## src/rtl/owm_pkg.sv

```systemverilog
package owm_pkg;

  localparam int TICK_W        = 10;
  localparam int BYTE_W        = 8;
  localparam int BITS_PER_BYTE = 8;
  localparam int BIT_IDX_W     = $clog2(BITS_PER_BYTE);
  localparam int CFG_ADDR_W    = 5;
  localparam int CFG_DATA_W    = 32;
  localparam int CMD_W         = 2;

  localparam logic [CMD_W-1:0] CMD_TICK  = 2'd0;
  localparam logic [CMD_W-1:0] CMD_RESET = 2'd1;
  localparam logic [CMD_W-1:0] CMD_WRITE = 2'd2;
  localparam logic [CMD_W-1:0] CMD_READ  = 2'd3;

  localparam logic [2:0] REG_RESET_LOW     = 3'd0;
  localparam logic [2:0] REG_PRESENCE_WAIT = 3'd1;
  localparam logic [2:0] REG_RESET_REC     = 3'd2;
  localparam logic [2:0] REG_WRITE_ONE_LOW = 3'd3;
  localparam logic [2:0] REG_SLOT          = 3'd4;
  localparam logic [2:0] REG_READ_LOW      = 3'd5;

  localparam logic [TICK_W-1:0] RESET_LOW_DEF     = 10'd480;
  localparam logic [TICK_W-1:0] PRESENCE_WAIT_DEF = 10'd80;
  localparam logic [TICK_W-1:0] RESET_REC_DEF     = 10'd400;
  localparam logic [TICK_W-1:0] WRITE_ONE_LOW_DEF = 10'd1;
  localparam logic [TICK_W-1:0] SLOT_DEF          = 10'd60;
  localparam logic [TICK_W-1:0] READ_LOW_DEF      = 10'd2;

  typedef struct packed {
    logic [TICK_W-1:0] reset_low_ticks;
    logic [TICK_W-1:0] presence_wait_ticks;
    logic [TICK_W-1:0] reset_recovery_ticks;
    logic [TICK_W-1:0] write_one_low_ticks;
    logic [TICK_W-1:0] slot_ticks;
    logic [TICK_W-1:0] read_low_ticks;
  } owm_cfg_t;

  function automatic logic [TICK_W-1:0] at_least_one(input logic [TICK_W-1:0] v);
    at_least_one = (v == '0) ? TICK_W'(1) : v;
  endfunction

endpackage

```

## src/rtl/owm_if.sv

```systemverilog
interface owm_in_if;
  logic                         valid;
  logic                         ready;
  logic [owm_pkg::CMD_W-1:0]    cmd;
  logic [owm_pkg::BYTE_W-1:0]   write_byte;
  logic                         line_level;

  modport source (output valid, cmd, write_byte, line_level, input ready);
  modport sink (input valid, cmd, write_byte, line_level, output ready);
endinterface

interface owm_out_if;
  logic                         valid;
  logic                         ready;
  logic                         drive_low;
  logic                         busy_res;
  logic                         done_res;
  logic                         presence;
  logic [owm_pkg::BYTE_W-1:0]   read_data;

  modport source (output valid, drive_low, busy_res, done_res, presence, read_data,
                  input ready);
  modport sink (input valid, drive_low, busy_res, done_res, presence, read_data,
                output ready);
endinterface

```

## src/rtl/owm_cfg_regs.sv

```systemverilog
module owm_cfg_regs (
  input  logic                              clk,
  input  logic                              rst_n,
  input  logic                              psel,
  input  logic                              penable,
  input  logic                              pwrite,
  input  logic [owm_pkg::CFG_ADDR_W-1:0]    paddr,
  input  logic [owm_pkg::CFG_DATA_W-1:0]    pwdata,
  output logic [owm_pkg::CFG_DATA_W-1:0]    prdata,
  output logic                              pready,
  output owm_pkg::owm_cfg_t                 cfg
);

  owm_pkg::owm_cfg_t cfg_r;
  logic [2:0] reg_idx;
  logic [owm_pkg::TICK_W-1:0] wval;
  logic [owm_pkg::TICK_W-1:0] rval;
  logic wr_en;

  assign reg_idx = paddr[owm_pkg::CFG_ADDR_W-1:2];
  assign wval    = pwdata[owm_pkg::TICK_W-1:0];
  assign pready  = 1'b1;
  assign wr_en   = psel && penable && pwrite;

  always_ff @(posedge clk) begin
    if (!rst_n) begin
      cfg_r.reset_low_ticks      <= owm_pkg::RESET_LOW_DEF;
      cfg_r.presence_wait_ticks  <= owm_pkg::PRESENCE_WAIT_DEF;
      cfg_r.reset_recovery_ticks <= owm_pkg::RESET_REC_DEF;
      cfg_r.write_one_low_ticks  <= owm_pkg::WRITE_ONE_LOW_DEF;
      cfg_r.slot_ticks           <= owm_pkg::SLOT_DEF;
      cfg_r.read_low_ticks       <= owm_pkg::READ_LOW_DEF;
    end else if (wr_en) begin
      case (reg_idx)
        owm_pkg::REG_RESET_LOW:     cfg_r.reset_low_ticks      <= wval;
        owm_pkg::REG_PRESENCE_WAIT: cfg_r.presence_wait_ticks  <= wval;
        owm_pkg::REG_RESET_REC:     cfg_r.reset_recovery_ticks <= wval;
        owm_pkg::REG_WRITE_ONE_LOW: cfg_r.write_one_low_ticks  <= wval;
        owm_pkg::REG_SLOT:          cfg_r.slot_ticks           <= wval;
        owm_pkg::REG_READ_LOW:      cfg_r.read_low_ticks       <= wval;
        default: begin
        end
      endcase
    end
  end

  always_comb begin
    case (reg_idx)
      owm_pkg::REG_RESET_LOW:     rval = cfg_r.reset_low_ticks;
      owm_pkg::REG_PRESENCE_WAIT: rval = cfg_r.presence_wait_ticks;
      owm_pkg::REG_RESET_REC:     rval = cfg_r.reset_recovery_ticks;
      owm_pkg::REG_WRITE_ONE_LOW: rval = cfg_r.write_one_low_ticks;
      owm_pkg::REG_SLOT:          rval = cfg_r.slot_ticks;
      owm_pkg::REG_READ_LOW:      rval = cfg_r.read_low_ticks;
      default:                    rval = '0;
    endcase
  end

  assign prdata = owm_pkg::CFG_DATA_W'(rval);
  assign cfg    = cfg_r;

endmodule

```

## src/rtl/one_wire_bus_master_core.sv

```systemverilog
// 1-Wire bus master driven by one-microsecond tick transfers: every input transfer is one tick
// and yields exactly one result transfer describing what the master does in that tick. The core
// accepts one tick per clock cycle while the result channel is not stalled; a tick passes through
// an input register and the bus sequencer logic into a result register, where its result is
// offered, and the sequencer state advances once per tick as that tick moves into the result
// register.
module one_wire_bus_master_core (
  input  logic                              clk,
  input  logic                              rst_n,
  owm_in_if.sink                            in_ch,
  owm_out_if.source                         out_ch,
  input  logic                              cfg_psel,
  input  logic                              cfg_penable,
  input  logic                              cfg_pwrite,
  input  logic [owm_pkg::CFG_ADDR_W-1:0]    cfg_paddr,
  input  logic [owm_pkg::CFG_DATA_W-1:0]    cfg_pwdata,
  output logic [owm_pkg::CFG_DATA_W-1:0]    cfg_prdata,
  output logic                              cfg_pready
);

  localparam logic [3:0] PH_IDLE     = 4'd0;
  localparam logic [3:0] PH_RST_LOW  = 4'd1;
  localparam logic [3:0] PH_RST_WAIT = 4'd2;
  localparam logic [3:0] PH_RST_REC  = 4'd3;
  localparam logic [3:0] PH_W_LOW    = 4'd4;
  localparam logic [3:0] PH_W_REL    = 4'd5;
  localparam logic [3:0] PH_R_LOW    = 4'd6;
  localparam logic [3:0] PH_R_SAMP   = 4'd7;
  localparam logic [3:0] PH_R_REL    = 4'd8;

  localparam logic [owm_pkg::BIT_IDX_W-1:0] LAST_BIT =
    owm_pkg::BIT_IDX_W'(owm_pkg::BITS_PER_BYTE - 1);

  owm_pkg::owm_cfg_t cfg;

  owm_cfg_regs u_cfg (
    .clk     (clk),
    .rst_n   (rst_n),
    .psel    (cfg_psel),
    .penable (cfg_penable),
    .pwrite  (cfg_pwrite),
    .paddr   (cfg_paddr),
    .pwdata  (cfg_pwdata),
    .prdata  (cfg_prdata),
    .pready  (cfg_pready),
    .cfg     (cfg)
  );

  logic                               s1_valid_r;
  logic [owm_pkg::CMD_W-1:0]          s1_cmd_r;
  logic [owm_pkg::BYTE_W-1:0]         s1_wb_r;
  logic                               s1_line_r;

  logic                               out_valid_r;
  logic                               drive_r;
  logic                               busy_r;
  logic                               done_r;

  logic [3:0]                         phase_r, phase_nxt;
  logic [owm_pkg::TICK_W-1:0]         tick_count_r, tick_count_nxt;
  logic [owm_pkg::BIT_IDX_W-1:0]      bit_index_r, bit_index_nxt;
  logic [owm_pkg::BYTE_W-1:0]         shift_byte_r, shift_byte_nxt;
  logic                               presence_r, presence_nxt;
  logic [owm_pkg::BYTE_W-1:0]         last_read_r, last_read_nxt;

  logic                               drive_nxt;
  logic                               busy_nxt;
  logic                               done_nxt;
  logic [owm_pkg::TICK_W-1:0]         tc_dec;
  logic                               advance;

  assign advance      = s1_valid_r && (!out_valid_r || out_ch.ready);
  assign in_ch.ready  = !s1_valid_r || advance;

  always_ff @(posedge clk) begin
    if (!rst_n) begin
      s1_valid_r <= 1'b0;
    end else if (in_ch.ready) begin
      s1_valid_r <= in_ch.valid;
    end
  end

  always_ff @(posedge clk) begin
    if (in_ch.valid && in_ch.ready) begin
      s1_cmd_r  <= in_ch.cmd;
      s1_wb_r   <= in_ch.write_byte;
      s1_line_r <= in_ch.line_level;
    end
  end

  always_comb begin
    phase_nxt      = phase_r;
    tick_count_nxt = tick_count_r;
    bit_index_nxt  = bit_index_r;
    shift_byte_nxt = shift_byte_r;
    presence_nxt   = presence_r;
    last_read_nxt  = last_read_r;
    drive_nxt      = 1'b0;
    done_nxt       = 1'b0;

    if (phase_r == PH_IDLE && s1_cmd_r != owm_pkg::CMD_TICK) begin
      bit_index_nxt = '0;
      case (s1_cmd_r)
        owm_pkg::CMD_RESET: begin
          phase_nxt      = PH_RST_LOW;
          tick_count_nxt = owm_pkg::at_least_one(cfg.reset_low_ticks);
        end
        owm_pkg::CMD_WRITE: begin
          shift_byte_nxt = s1_wb_r;
          phase_nxt      = PH_W_LOW;
          tick_count_nxt = s1_wb_r[0] ? owm_pkg::at_least_one(cfg.write_one_low_ticks)
                                      : owm_pkg::at_least_one(cfg.slot_ticks);
        end
        default: begin
          shift_byte_nxt = '0;
          phase_nxt      = PH_R_LOW;
          tick_count_nxt = owm_pkg::at_least_one(cfg.read_low_ticks);
        end
      endcase
    end

    busy_nxt = (phase_nxt != PH_IDLE);
    tc_dec   = tick_count_nxt - owm_pkg::TICK_W'(1);

    case (phase_nxt)
      PH_RST_LOW: begin
        drive_nxt      = 1'b1;
        tick_count_nxt = tc_dec;
        if (tc_dec == '0) begin
          phase_nxt      = PH_RST_WAIT;
          tick_count_nxt = owm_pkg::at_least_one(cfg.presence_wait_ticks);
        end
      end
      PH_RST_WAIT: begin
        tick_count_nxt = tc_dec;
        if (tc_dec == '0) begin
          presence_nxt = !s1_line_r;
          if (cfg.reset_recovery_ticks == '0) begin
            phase_nxt      = PH_IDLE;
            tick_count_nxt = '0;
            done_nxt       = 1'b1;
          end else begin
            phase_nxt      = PH_RST_REC;
            tick_count_nxt = cfg.reset_recovery_ticks;
          end
        end
      end
      PH_RST_REC: begin
        tick_count_nxt = tc_dec;
        if (tc_dec == '0) begin
          phase_nxt = PH_IDLE;
          done_nxt  = 1'b1;
        end
      end
      PH_W_LOW: begin
        drive_nxt      = 1'b1;
        tick_count_nxt = tc_dec;
        if (tc_dec == '0) begin
          phase_nxt      = PH_W_REL;
          tick_count_nxt = shift_byte_nxt[0] ? owm_pkg::at_least_one(cfg.slot_ticks)
                                             : owm_pkg::TICK_W'(1);
        end
      end
      PH_W_REL: begin
        tick_count_nxt = tc_dec;
        if (tc_dec == '0) begin
          if (bit_index_nxt == LAST_BIT) begin
            phase_nxt = PH_IDLE;
            done_nxt  = 1'b1;
          end else begin
            shift_byte_nxt = shift_byte_nxt >> 1;
            bit_index_nxt  = bit_index_nxt + owm_pkg::BIT_IDX_W'(1);
            phase_nxt      = PH_W_LOW;
            tick_count_nxt = shift_byte_nxt[0] ? owm_pkg::at_least_one(cfg.write_one_low_ticks)
                                               : owm_pkg::at_least_one(cfg.slot_ticks);
          end
        end
      end
      PH_R_LOW: begin
        drive_nxt      = 1'b1;
        tick_count_nxt = tc_dec;
        if (tc_dec == '0) begin
          phase_nxt      = PH_R_SAMP;
          tick_count_nxt = owm_pkg::TICK_W'(1);
        end
      end
      PH_R_SAMP: begin
        shift_byte_nxt = {s1_line_r, shift_byte_nxt[owm_pkg::BYTE_W-1:1]};
        phase_nxt      = PH_R_REL;
        tick_count_nxt = owm_pkg::at_least_one(cfg.slot_ticks);
      end
      PH_R_REL: begin
        tick_count_nxt = tc_dec;
        if (tc_dec == '0) begin
          if (bit_index_nxt == LAST_BIT) begin
            last_read_nxt = shift_byte_nxt;
            phase_nxt     = PH_IDLE;
            done_nxt      = 1'b1;
          end else begin
            bit_index_nxt  = bit_index_nxt + owm_pkg::BIT_IDX_W'(1);
            phase_nxt      = PH_R_LOW;
            tick_count_nxt = owm_pkg::at_least_one(cfg.read_low_ticks);
          end
        end
      end
      default: begin
        phase_nxt = PH_IDLE;
      end
    endcase
  end

  always_ff @(posedge clk) begin
    if (!rst_n) begin
      phase_r      <= PH_IDLE;
      tick_count_r <= '0;
      bit_index_r  <= '0;
      shift_byte_r <= '0;
      presence_r   <= 1'b0;
      last_read_r  <= '0;
    end else if (advance) begin
      phase_r      <= phase_nxt;
      tick_count_r <= tick_count_nxt;
      bit_index_r  <= bit_index_nxt;
      shift_byte_r <= shift_byte_nxt;
      presence_r   <= presence_nxt;
      last_read_r  <= last_read_nxt;
    end
  end

  always_ff @(posedge clk) begin
    if (!rst_n) begin
      out_valid_r <= 1'b0;
    end else if (advance) begin
      out_valid_r <= 1'b1;
    end else if (out_ch.ready) begin
      out_valid_r <= 1'b0;
    end
  end

  always_ff @(posedge clk) begin
    if (advance) begin
      drive_r <= drive_nxt;
      busy_r  <= busy_nxt;
      done_r  <= done_nxt;
    end
  end

  assign out_ch.valid     = out_valid_r;
  assign out_ch.drive_low = drive_r;
  assign out_ch.busy_res  = busy_r;
  assign out_ch.done_res  = done_r;
  assign out_ch.presence  = presence_r;
  assign out_ch.read_data = last_read_r;

  a_idle_count_clear: assert property (@(posedge clk) disable iff (!rst_n)
    phase_r == PH_IDLE |-> tick_count_r == '0)
    else $error("tick count not cleared while idle");

  a_busy_count_live: assert property (@(posedge clk) disable iff (!rst_n)
    phase_r != PH_IDLE |-> tick_count_r != '0)
    else $error("tick count reached zero during an operation");

  a_done_in_busy: assert property (@(posedge clk) disable iff (!rst_n)
    out_valid_r && (done_r || drive_r) |-> busy_r)
    else $error("done or drive reported outside an operation");

  a_done_goes_idle: assert property (@(posedge clk) disable iff (!rst_n)
    advance && done_nxt |=> phase_r == PH_IDLE)
    else $error("sequencer not idle after a finished operation");

  a_state_holds: assert property (@(posedge clk) disable iff (!rst_n)
    !advance |=> $stable(phase_r) && $stable(tick_count_r))
    else $error("sequencer state moved without a tick transfer");

endmodule
```

## src/flat_wrapper.sv

```systemverilog
// flat-port wrapper written by rule: the top's interface ports become plain ports
module one_wire_bus_master_core_flat 
  (clk, rst_n, cfg_psel, cfg_penable, cfg_pwrite, cfg_paddr, cfg_pwdata, cfg_prdata, cfg_pready, in_ch_valid, in_ch_cmd, in_ch_write_byte, in_ch_line_level, in_ch_ready, out_ch_valid, out_ch_drive_low, out_ch_busy_res, out_ch_done_res, out_ch_presence, out_ch_read_data, out_ch_ready);
  owm_in_if in_ch_i ();
  owm_out_if out_ch_i ();
  input  logic clk;
  input  logic rst_n;
  input  logic cfg_psel;
  input  logic cfg_penable;
  input  logic cfg_pwrite;
  input  logic [owm_pkg::CFG_ADDR_W-1:0] cfg_paddr;
  input  logic [owm_pkg::CFG_DATA_W-1:0] cfg_pwdata;
  output logic [owm_pkg::CFG_DATA_W-1:0] cfg_prdata;
  output logic cfg_pready;
  input wire logic [$bits(in_ch_i.valid)-1:0] in_ch_valid;
  input wire logic [$bits(in_ch_i.cmd)-1:0] in_ch_cmd;
  input wire logic [$bits(in_ch_i.write_byte)-1:0] in_ch_write_byte;
  input wire logic [$bits(in_ch_i.line_level)-1:0] in_ch_line_level;
  output wire logic [$bits(in_ch_i.ready)-1:0] in_ch_ready;
  output wire logic [$bits(out_ch_i.valid)-1:0] out_ch_valid;
  output wire logic [$bits(out_ch_i.drive_low)-1:0] out_ch_drive_low;
  output wire logic [$bits(out_ch_i.busy_res)-1:0] out_ch_busy_res;
  output wire logic [$bits(out_ch_i.done_res)-1:0] out_ch_done_res;
  output wire logic [$bits(out_ch_i.presence)-1:0] out_ch_presence;
  output wire logic [$bits(out_ch_i.read_data)-1:0] out_ch_read_data;
  input wire logic [$bits(out_ch_i.ready)-1:0] out_ch_ready;
  assign in_ch_i.valid = in_ch_valid;
  assign in_ch_i.cmd = in_ch_cmd;
  assign in_ch_i.write_byte = in_ch_write_byte;
  assign in_ch_i.line_level = in_ch_line_level;
  assign in_ch_ready = in_ch_i.ready;
  assign out_ch_valid = out_ch_i.valid;
  assign out_ch_drive_low = out_ch_i.drive_low;
  assign out_ch_busy_res = out_ch_i.busy_res;
  assign out_ch_done_res = out_ch_i.done_res;
  assign out_ch_presence = out_ch_i.presence;
  assign out_ch_read_data = out_ch_i.read_data;
  assign out_ch_i.ready = out_ch_ready;
  one_wire_bus_master_core u_core (.clk(clk), .rst_n(rst_n), .in_ch(in_ch_i), .out_ch(out_ch_i), .cfg_psel(cfg_psel), .cfg_penable(cfg_penable), .cfg_pwrite(cfg_pwrite), .cfg_paddr(cfg_paddr), .cfg_pwdata(cfg_pwdata), .cfg_prdata(cfg_prdata), .cfg_pready(cfg_pready));
endmodule
```

## config.mk

```make
export PLATFORM = sky130hd
export DESIGN_NAME = one_wire_bus_master_core_flat
export DESIGN_NICKNAME = d
export VERILOG_FILES = /design/src/rtl/owm_pkg.sv /design/src/rtl/owm_if.sv /design/src/rtl/owm_cfg_regs.sv /design/src/rtl/one_wire_bus_master_core.sv /design/src/flat_wrapper.sv
export SDC_FILE = /design/constraint.sdc
export NUM_CORES = 1
export LEC_CHECK = 0
export BUFFER_PORTS_ARGS = -buffer_cell sky130_fd_sc_hd__buf_2
export CAP_MARGIN = 20
export CORE_MARGIN = 2
export CORE_UTILIZATION = 55
export DETAILED_ROUTE_END_ITERATION = 8
export HOLD_SLACK_MARGIN = 0.12
export PLACE_DENSITY = 0.77
export SYNTH_ARGS = -nofsm -noshare
export SYNTH_HDL_FRONTEND = slang
export SYNTH_HIERARCHICAL = 1
export SYNTH_SLANG_ARGS = --single-unit
```

## constraint.sdc

```tcl
create_clock -name clk -period 4.7 [get_ports clk]
set_input_delay 0.235 -clock clk [delete_from_list [all_inputs] [get_ports clk]]
set_output_delay 0.235 -clock clk [all_outputs]
set_load 0.03 [all_outputs]
```

==> results.ini <==
[outcome]
status = complete, no violations

[critical_path]
critPathMaxStageDelay_ns = 0.45
r2r_end = u_core/tick_count_r[7]
regToRegStartpoint = u_core/s1_cmd_r[0]
critPathMaxFanout = 10
reg2reg_setup_slack_ns = 0.33
cp-start-kind = flip-flop
path_cells = inv_1, ha_1, clkinv_1, a221oi_1, a2bb2oi_2, ha_1, o311ai_0, or4_1, a221o_1, nand3_1, a21oi_1, a2111o_1, and4_1
cp_common_cell = ha_1
path_class = reg -> reg
worstPathRequired_ns = 4.96
cpMaxStageDelayCell = a221oi_1
critPathLaunch = u_core/s1_cmd_r[0]
end_kind = flip-flop
rr_worst_depth = 13
arrival_ns = 4.62

[sta]
finalHoldViolCount = 0
fin_crit_sh = 0.929
slew_violations = 0
tightest_slew_ns = 0.972
fin_worst_skew_ns = 0.00743
relSlewSlack = 0.352
hold_ws_ns = 0.164
setup_viol = 0
post-route-min-period_ns = 4.37
fmax_mhz = 229
tns_ns = 0
rsz0062_at_grt = false

[clock_network]
cts_root_buf = clkbuf_16
cts_tree = built
clockBufferDepth = 2
clkSinkCount = 110
ctsResizeCount = 0
cts_made_buffers = 9
clk_latency_ns = 0.36
path_clk_slew_ns = 0.08
cts_max_level = 3

[layout]
fin_area_mm2 = 0.00796
antenna_cells = 0
nNetsFinal = 969
post_route_cells_drive_above_1_share = 0.146
seq_area_mm2 = 0.00234
multi_input_area_mm2 = 0.00447
final_core_util = 0.626
nFillCells = 1150
syn_to_final_growth_pct = 10.4

[logic_synthesis]
synth_warnings = 6
syn_area_per_cell_um2 = 8.38
synth_edf_count = 14
netlist_area_mm2 = 0.00721
synth-main-ff-cell = dfxtp_1
async_reset_ff_frac = 0
ys_seq_area_frac = 0.325
synth_top_area_frac = 0.266
synth_top_cell_by_area = dfxtp_1
ys_ff_latch = 110
netlist_instances = 861
yosysUniqueCellTypes = 81
ys_top_cells_by_area = dfxtp_1 (27%), mux2i_1 (11%), nand2_1 (6.5%)

[floorplan]
core-area_mm2 = 0.0127
dieWidth_um = 119
start_util = 0.567
ios = 102
fp.dieH_um = 119
dieArea_mm2 = 0.0140
row_count = 41

[route]
antenna_left = 0
dr.pass1.iters = 8
routed_wl_mm = 23.5
via_count = 7230
routed_via_density = 6.67
drc = 0
first_iter_violations = 1076
post_drt_wl_per_cell_um = 21.7

[power]
p_seq_frac = 0.421
p_switching_uw = 815
power.internal_mw = 1.56
power-per-cell-area_mw_per_mm2 = 298
worst_ir_drop_vdd_uv = 315
p_leak_nw = 3.04
p_clk_frac = 0.313
total_power_mw = 2.37
p_comb_frac = 0.266
p_sw_frac = 0.343

[global_route]
antenna_found_initial = 0
grt_pass1_wl_mm = 37.0
grt_pass1_vias = 6662
grtUsageTotal = 0.335
grt_overflow = 0
grt_start_max_net_pins = 68

[hold_path]
worst_hold_path.endpoint = u_core/u_cfg/cfg[57]
whs_path_depth = 3
hp-class = in -> reg
min_from = cfg_pwdata[7]

[placed_design]
dpl_cell_area_mm2 = 0.00756
port_buffers = 54
place_congestion = 1.07
dp_hpwl_mm = 16.4

[run]
maxCapViolCount = 0

[layer usage]
metal | up-vias | wire length [um] | track usage
met5 | - | 0 | 0
met4 | 0 | 819 | 0.129
met3 | 74 | 2780 | 0.0869
met2 | 480 | 10400 | 0.514
met1 | 3405 | 9540 | 0.450
li1 | 3271 | - | -
[critical path, delay by kind of cell, from the launching register on]
family | cells | cell delay, ns
buffers and inverters | 2 | 0.41
adders and majority gates | 2 | 0.63
AOI/OAI and AO/OA | 6 | 1.88
DFF | 1 | 0.39
and+or+nand+nor | 3 | 0.95
[cells in the mapped netlist (5+ instances only)]
cell type and instances:
o221ai_1 12, nor4_1 9, nand4_1 8, a211oi_1 5, a21oi_1 39, and2_1 7, inv_1 15, dfxtp_1 96
o21ai_1 9, nor3_1 14, a22o_1 9, nor2_1 45, a31oi_1 18, nand2_1 124, o211ai_1 7, o31ai_1 6
nor2b_1 22, ha_1 7, or3_1 11, o21ai_0 35, clkbuf_1 38, a22oi_1 18, nand2b_1 6, a222oi_1 5
nand3_1 36, a221oi_1 15, buf_2 10, mux2i_1 81, buf_4 29, o311ai_0 7, mux2_2 14, edfxtp_1 14
[worst max path at each step]
stage               cells after the start                endpoint  slack [ns]
global placement                       14  u_core/tick_count_r[7]        0.54
finish                                 13  u_core/tick_count_r[7]        0.33
detailed placement                     14  u_core/tick_count_r[7]        0.50
CTS                                    14  u_core/tick_count_r[7]        0.46
floorplan                              16  u_core/shift_byte_r[6]        0.76
global route                           14  u_core/tick_count_r[1]        0.18
[logic make-up after synthesis]
group	after synthesis	synth area share
mux	98	0.139
fa+ha+maj	7	0.0121
xor+xnor	6	0.00729
buf+inv	96	0.0678
flops	110	0.325
compound gates	223	0.219
other cells	2	0.00104
simple gates	319	0.229
[state kept, by name, indices dropped and copies added, names as in the netlist]
| name | cells |
|---|---|
| u_core/out_ch.drive_low | 1 |
| u_core/s1_wb_r | 8 |
| u_core/out_ch.done_res | 1 |
| u_core/out_ch.busy_res | 1 |
| u_core/s1_line_r | 1 |
| u_core/s1_cmd_r | 2 |
| u_core/out_ch.read_data | 8 |
| u_core/tick_count_r | 10 |
| u_core/s1_valid_r | 1 |
| u_core/out_ch.valid | 1 |
| u_core/shift_byte_r | 8 |
| u_core/u_cfg/cfg | 60 |
| u_core/bit_index_r | 3 |
| u_core/phase_r | 4 |
| u_core/out_ch.presence | 1 |
[final cells by class]
type / count / area share
well taps: 172 / 0.0270
multi-input cells: 676 / 0.561
clock inverters: 6 / 0.00723
clock buffers: 10 / 0.0288
inverters: 18 / 0.00849
repair buffers: 92 / 0.0735
flip-flops and latches: 110 / 0.294
[power groups by stage]
| stage | combinational (mW) | sequential (mW) | clock [mW] |
|---|---|---|---|
| 2_1_floorplan | 0.447 | 1.01 | 0 |
| 3_3_place_gp | 0.596 | 1.02 | 0 |
| 3_5_place_dp | 0.597 | 1.02 | 0 |
| 4_1_cts | 0.608 | 0.997 | 0.760 |
| 5_1_grt | 0.673 | 1.00 | 0.789 |
| 6_report | 0.631 | 0.998 | 0.743 |
[repair_timing]
item                                   4_1_cts  5_1_grt
endpoints found under the hold margin       12        0
setup buffers                                0        0
hold buffers                                12        0
[cell usage in the layout, fill, tap and decap left out, drive strengths merged, types with 6 or more instances in the layout]
master,instances
a22oi,18
nand3,36
edfxtp,14
nand2,124
nor3,18
ha,7
or3,12
nor4,10
buf,80
nor2b,22
mux2,17
nand2b,6
and2,7
conb,23
clkbuf,10
o311ai,7
a221oi,16
o21ai,44
nor2,51
inv,17
nand4,9
dfxtp,96
o211ai,7
a21oi,40
a22o,9
a31oi,18
o221ai,12
o31ai,7
dlygate4sd3,12
mux2i,81
[stage by stage]
| step | instances | setup WS (ns) |
|---|---|---|
| 6_report | 1084 | 0.334 |
| 5_1_grt | 1084 | 0.176 |
| 4_1_cts | 1084 | 0.457 |
| 3_5_place_dp | 1056 | 0.504 |
| 3_3_place_gp | 1056 | 0.543 |
| 2_1_floorplan | 882 | 0.760 |
Note: power is estimated with default switching activity, not from simulation.
